--- src/hdl/bsab_pkg.sv ---
// bsab_pkg: types, constants and helper functions for the bilinear sample and alpha blend pipeline
// no dependencies
package bsab_pkg;

	localparam int FRAC_BITS  = 8;
	localparam int COORD_BITS = 12;
	localparam int CH_W       = 8;
	localparam int S_W        = FRAC_BITS + 1;
	localparam int H_W        = CH_W + FRAC_BITS;
	localparam int P_W        = CH_W + 2 * FRAC_BITS + 1;
	localparam int SH         = 2 * FRAC_BITS - 8;
	localparam int RND        = (SH == 0) ? 0 : (1 << ((SH == 0) ? 0 : SH - 1));
	localparam int V_W        = 16;
	localparam int A_W        = 25;
	localparam int NUM_W      = 44;
	localparam int DEN_W      = 34;
	localparam int Q_W        = 9;
	localparam int NLANE      = 4;
	localparam int NCOL       = 3;
	localparam int CFG_IDX_W  = 1;

	localparam logic [V_W-1:0]       ONE88     = V_W'(255 * 256);
	localparam logic [CFG_IDX_W-1:0] REG_INTERP = 1'b0;
	localparam logic [CFG_IDX_W-1:0] REG_BLEND  = 1'b1;

	typedef struct packed {
		logic [31:0]           texel_top_left;
		logic [31:0]           texel_top_right;
		logic [31:0]           texel_bottom_left;
		logic [31:0]           texel_bottom_right;
		logic [FRAC_BITS-1:0]  frac_x;
		logic [FRAC_BITS-1:0]  frac_y;
		logic [31:0]           dest_color;
		logic [COORD_BITS-1:0] pixel_x;
		logic [COORD_BITS-1:0] pixel_y;
	} in_item_t;

	typedef struct packed {
		logic [31:0]           result_color;
		logic [COORD_BITS-1:0] result_x;
		logic [COORD_BITS-1:0] result_y;
	} out_item_t;

	typedef struct packed {
		logic interp;
		logic blend;
	} mode_t;

	typedef struct packed {
		logic [31:0]           plain;
		logic                  blend;
		logic                  a_zero;
		logic [CH_W-1:0]       alpha;
		logic [COORD_BITS-1:0] x;
		logic [COORD_BITS-1:0] y;
	} side_t;

	typedef logic [V_W-1:0]   v88_t;
	typedef logic [NUM_W-1:0] num_t;
	typedef logic [DEN_W-1:0] den_t;
	typedef logic [Q_W-1:0]   quo_t;

	function automatic logic [CH_W-1:0] chan(input logic [31:0] w, input logic [1:0] k);
		logic [31:0] t;
		t = w >> (5'd24 - {k, 3'b000});
		return t[CH_W-1:0];
	endfunction

	function automatic logic [CH_W-1:0] sat8(input quo_t q);
		return (q > Q_W'(255)) ? 8'hFF : q[CH_W-1:0];
	endfunction

	function automatic logic [CH_W-1:0] round88(input v88_t v);
		logic [V_W:0] t;
		t = {1'b0, v} + (V_W+1)'(128);
		return t[V_W] ? 8'hFF : t[V_W-1:8];
	endfunction

endpackage

--- src/hdl/bsab_div.sv ---
// bsab_div: pipelined restoring divider, one quotient bit per stage
// depends on bsab_pkg
module bsab_div (
	input  logic           clk,
	input  bsab_pkg::num_t num,
	input  bsab_pkg::den_t den,
	output bsab_pkg::quo_t quo
);

	bsab_pkg::num_t rem_s [bsab_pkg::Q_W+1];
	bsab_pkg::den_t den_s [bsab_pkg::Q_W+1];
	bsab_pkg::quo_t q_s   [bsab_pkg::Q_W+1];

	assign rem_s[0] = num;
	assign den_s[0] = den;
	assign q_s[0]   = '0;
	assign quo      = q_s[bsab_pkg::Q_W];

	for (genvar i = 0; i < bsab_pkg::Q_W; i++) begin : g_stage
		localparam int B = bsab_pkg::Q_W - 1 - i;
		logic [bsab_pkg::NUM_W:0] dsh;
		logic                     ge;

		always_comb begin
			dsh = (bsab_pkg::NUM_W+1)'(den_s[i]) << B;
			ge  = ({1'b0, rem_s[i]} >= dsh);
		end

		always_ff @(posedge clk) begin
			rem_s[i+1] <= ge ? rem_s[i] - dsh[bsab_pkg::NUM_W-1:0] : rem_s[i];
			den_s[i+1] <= den_s[i];
			q_s[i+1]   <= q_s[i] | (ge ? (bsab_pkg::Q_W'(1) << B) : '0);
		end
	end

endmodule

--- config.mk ---
export PLATFORM = sky130hd
export DESIGN_NAME = bsab_div
export DESIGN_NICKNAME = d
export VERILOG_FILES = /design/src/hdl/bsab_pkg.sv /design/src/hdl/bsab_div.sv
export SDC_FILE = /design/constraint.sdc
export NUM_CORES = 1
export LEC_CHECK = 0
export BUFFER_PORTS_ARGS = -buffer_cell sky130_fd_sc_hd__buf_4
export CORE_UTILIZATION = 40
export CTS_CLUSTER_DIAMETER = 50
export CTS_CLUSTER_SIZE = 14
export DETAILED_ROUTE_END_ITERATION = 8
export HOLD_SLACK_MARGIN = 0.1
export PLACE_DENSITY = 0.52
export SYNTH_ARGS = -nofsm -noshare
export SYNTH_HDL_FRONTEND = slang
export SYNTH_SLANG_ARGS = --single-unit
--- constraint.sdc ---
create_clock -name clk -period 4.4 [get_ports clk]
set_input_delay 0.22 -clock clk [delete_from_list [all_inputs] [get_ports clk]]
set_output_delay 0.22 -clock clk [all_outputs]
set_load 0.03 [all_outputs]
---- After elaboration in Yosys (flattened, before gate mapping) ----
Index checks and enable logic that the tools add are counted.
storage, ports and cells
  register bits after elaboration ......... 705
  word-level logic and storage cells ...... 67
  bits of input ports ..................... 79
  output and inout bits ................... 9
operators by class
  multiplexer cells ....................... 17
  $lt $le $gt $ge ......................... 9
  bitwise operators ....................... 8
  add/subtract/negate cells ............... 8
operators with widths
  cell              count
  $mux 44           8
  $ge 44x34->1      1
  $ge 44x35->1      1
  $ge 44x36->1      1
  $ge 44x37->1      1
  $ge 44x38->1      1
  $ge 44x39->1      1
  $ge 44x40->1      1
  $ge 44x41->1      1
  $ge 44x42->1      1
  $sub 44x35->44    1
  $sub 44x36->44    1
  $sub 44x37->44    1
  $sub 44x38->44    1
  $sub 44x39->44    1
  $sub 44x40->44    1
  $sub 44x41->44    1
  $sub 44x42->44    1
  $mux 9            1
  $or 9x2->9        1
  $or 9x3->9        1
  $or 9x4->9        1
  $or 9x5->9        1
  $or 9x6->9        1
  other kinds (11)  11

---- Logic depth before layout (Yosys ltp) ----
  depth in word-level cells ............... 3
  depth in mapped cells ................... 16
  gate-level depth less buffers ........... 15

---- Least setup slack after synthesis ----
OpenSTA, ideal clock, no wires.
  path kind ............................... reg2reg
  from .................................... reg rem_s[314] (netlist bit)
  to ...................................... reg rem_s[271] (netlist bit)
  cell stages (with the launch flop) ...... 14
  path buffers ............................ 1
  setup time .............................. 0.121 ns
  clock period less this slack ............ 3.364 ns
  required time ........................... 4.279 ns
  arrival time ............................ 3.243 ns
  path slack .............................. 1.036 ns
  cells stage by stage .................... dfxtp_1 > inv_1 > ha_1 > inv_1 > fa_1 > a211oi_1 > o21ai_0 > a211oi_1 > o21ai_1 > a21oi_2 > o21ai_1 > a221oi_2 > buf_2 > mux2_2
between the ends
  cells in the longest elaborated chain, start to end .. 2
  elaborated cells between the ends (all ways) .. 3
  classes of those cells .................. add/sub (1); order compare (1); mux (1)
ends and longest elaborated chain
  item                                                   RTL line                        text
  start, declared                                        bsab_div.sv:10                  bsab_pkg::num_t rem_s [bsab_pkg::Q_W+1];
  start signal, assigned by index                        bsab_div.sv:30                  rem_s[i+1] <= ge ? rem_s[i] - dsh[bsab_pkg::NUM_W-1:0] : rem_s[i];
  $sub 44x40->44 / $ge 44x40->1 (equally long branches)  bsab_div.sv:30, bsab_div.sv:26
  $mux 44 (*)                                            bsab_div.sv:30
Every way passes the cells marked *; elsewhere a longest branch is shown, timed or not.

---- Worst setup path after layout ----
  from .................................... in num[8]
  to ...................................... reg rem_s[395] (netlist bit)
between the ends
  cells in the longest elaborated chain, start to end .. 2
  elaborated cells between the ends (all ways) .. 3
  classes of those cells .................. add/sub (1); order compare (1); mux (1)
ends and longest elaborated chain
  item                                                   RTL line                        text
  start, declared                                        bsab_div.sv:5                   input bsab_pkg::num_t num,
  $sub 44x42->44 / $ge 44x42->1 (equally long branches)  bsab_div.sv:30, bsab_div.sv:26
  $mux 44 (*)                                            bsab_div.sv:30
Marked as above.

==> impl_metrics.csv <==
group,metric,value,unit
flow_run,maxCapViolCount,0,
global_routing,grt_pass1_vias,25500,
clock_tree,cts-htree-levels,3,
die,row_count,105,
route,drc,0,
worst_hold_path,hold_path.class,"input port to flip-flop",
outcome,outcome,"finished, final reports clean",
global_routing,grt_max_degree,69,
sta,grt_setup_unrepaired,"no",
route,wl_per_cell,15.2,um
clock_tree,post_cts_buffers,0,
yosys,netlist.area_leader.share,40.1,%
sta,hold_viol,0,
sta,finalSetupViolCount,0,
route,routed_wl,77400,um
yosys,synth_seq_cells,669,
route,via_count,25400,
die,die_y,291,um
sta,clock.fmax,247,MHz
power_and_ir_drop,p_per_area,730,nW/um^2
sta,period_share,92.1,%
placement,portBuffers,87,
layout,diodes,0,
placement,gp_congestion,0.917,
clock_tree,clk_pin_slew,60,ps
power_and_ir_drop,leakage,17.7,nW
clock_tree,cts_tree,"yes",
global_routing,grt_use_total,18.2,%
yosys,synthTopCellsByCount,"dfxtp_1 (669), inv_1 (382), a21oi_1 (325)",
global_routing,grt_antenna_before_repair,1,
layout,fin_nets,4353,
clock_tree,cts.sinks,669,
clock_tree,cts_buffers,77,
placement,place_area,35200,um^2
route,viasPerCell,4.99,
die,initial_core_util,40.6,%
worst_setup_path,worstPathRequired,4950,ps
worst_setup_path,arrival,4600,ps
yosys,synth-edff-count,0,
worst_setup_path,critPathLaunchType,"input port",
yosys,syn_avg_cell_area,8.77,um^2
yosys,synth_top_area_cell,"dfxtp_1",
clock_tree,post_cts_resized,0,
yosys,ys_types,88,
layout,area_growth,15.7,%
die,die_area,84700,um^2
layout,postLayoutCoreUtil,46.9,%
layout,drive_above_1_share,8.18,%
sta,fin_crit,4050,ps
global_routing,overflow,0,
layout,fin_area,38600,um^2
worst_setup_path,critPathMaxFanout,11,
die,die_w,291,um
sta,tightest_slew,1240,ps
die,core_area,82400,um^2
sta,finalWorstSetupSlack,346,ps
sta,relSlewSlack,16.5,%
route,ant_nets,0,
route,firstDrtPassIters,7,
die,boundaryPins,88,
yosys,ys_seq_area_share,40.1,%
clock_tree,clk_latency,610,ps
yosys,synth_nets,4203,
placement,place_ws,315,ps
sta,drv_slew,0,
power_and_ir_drop,peakVddDrop,307,uV
yosys,async_flop_share,0,%
sta,clock_skew,13.3,ps
global_routing,grt_pass1_wl,127000,um
placement,dp_hpwl,61700,um
yosys,synth_most_common_cell,"dfxtp_1",
yosys,ys.flop_type,"dfxtp_1",
clock_tree,root_buffer,"clkbuf_16",
yosys,syn_inst,3810,
yosys,syn_area,33400,um^2
sta,hold_ws,269,ps
clock_tree,clockBufferDepth,3,
yosys,yosys-top-cells-area,"dfxtp_1 (40%), ha_1 (11%), a21oi_1 (4.9%)",
worst_setup_path,path_class,"input port to flip-flop",
worst_setup_path,cp-end-kind,"flip-flop",
clock_tree,ctsHoldBuffers,79,
sta,tns,0,ps
route,drtIter0Drc,1257,
yosys,yosysWarnings,0,
layout by cell type, fill, tap and decap left out, types with 43 or more instances in the layout:
cell             n
nor2_1         209
inv_1          382
dlygate4sd3_1   79
buf_4          109
nor2b_1         56
a21oi_1        324
xor2_1         117
clkbuf_16       78
o21ai_0        285
xnor2_1        163
ha_1           306
nor3_1          50
dfxtp_1        669
a21o_1         166
nand3_1         66
nand2_1        300
mux2_2          43
nand4_1         51
layer usage:
layer	global-route usage [%]	part of all wire (%)
met1	23.3	48
met2	30.4	45
met3	2.40	3.2
met4	8.85	4.4
met5	0	0
stage by stage:
step                      power (W)  std cells
final                        0.0282       5090
after global routing         0.0305       5090
after CTS                    0.0284       5090
after detailed placement     0.0217       4872
after global placement       0.0218       4872
after floorplan              0.0187       3810
path summary, 6_finish.rpt:
check	slack [ps]	endpoint	startpoint	cells past startpoint
worst max register to register	420	rem_s[131]	den_s[120]	13
worst min register to register	320	quo[3]	q_s[12]	0
worst min-delay path	270	rem_s[359]	num[7]	2
worst max-delay path	350	rem_s[395]	num[8]	18
power breakdown:
group          switching [W]  total (W)  internal, W
Clock                0.00262    0.00647      0.00386
Combinational        0.00701     0.0128      0.00576
Sequential           0.00109    0.00895      0.00786
Total                 0.0107     0.0282       0.0175
kinds of logic after synthesis:
family,Yosys count,share of synthesized area [%]
fa+ha+maj,314,11.9
buf+inv,507,5.85
flops,669,40.1
mux,49,1.64
compound gates,1075,19.9
xor+xnor,280,7.34
simple gates,916,13.2
final cells by class:
class                   instances  area, um^2
clock inverters                48         577
well taps                    1070        1340
clock buffers                  91        2070
inverters                     385        1450
fillers                      8000       43700
multi-input cells            2634       18100
repair buffers                193        1710
flip-flops and latches        669       13400
state kept, by name, summed over array words and instances, names as in the netlist:
register  flops
rem_s       352
den_s       272
q_s          36
quo           9
worst max-delay path, cell delays in order:
cell and delay, ps:
dlygate4sd3_1 530, buf_4 110, inv_1 30, ha_1 210
fa_1 400, nor2b_1 120, o21a_1 140, o21ai_1 80
a21o_1 210, a31o_2 250, o211ai_1 330, a31oi_1 260
o41ai_2 280, buf_4 200, a21oi_4 110, nor4_1 320
xor2_1 200, dlygate4sd3_1 570
Power figures use the tool's default switching activity.
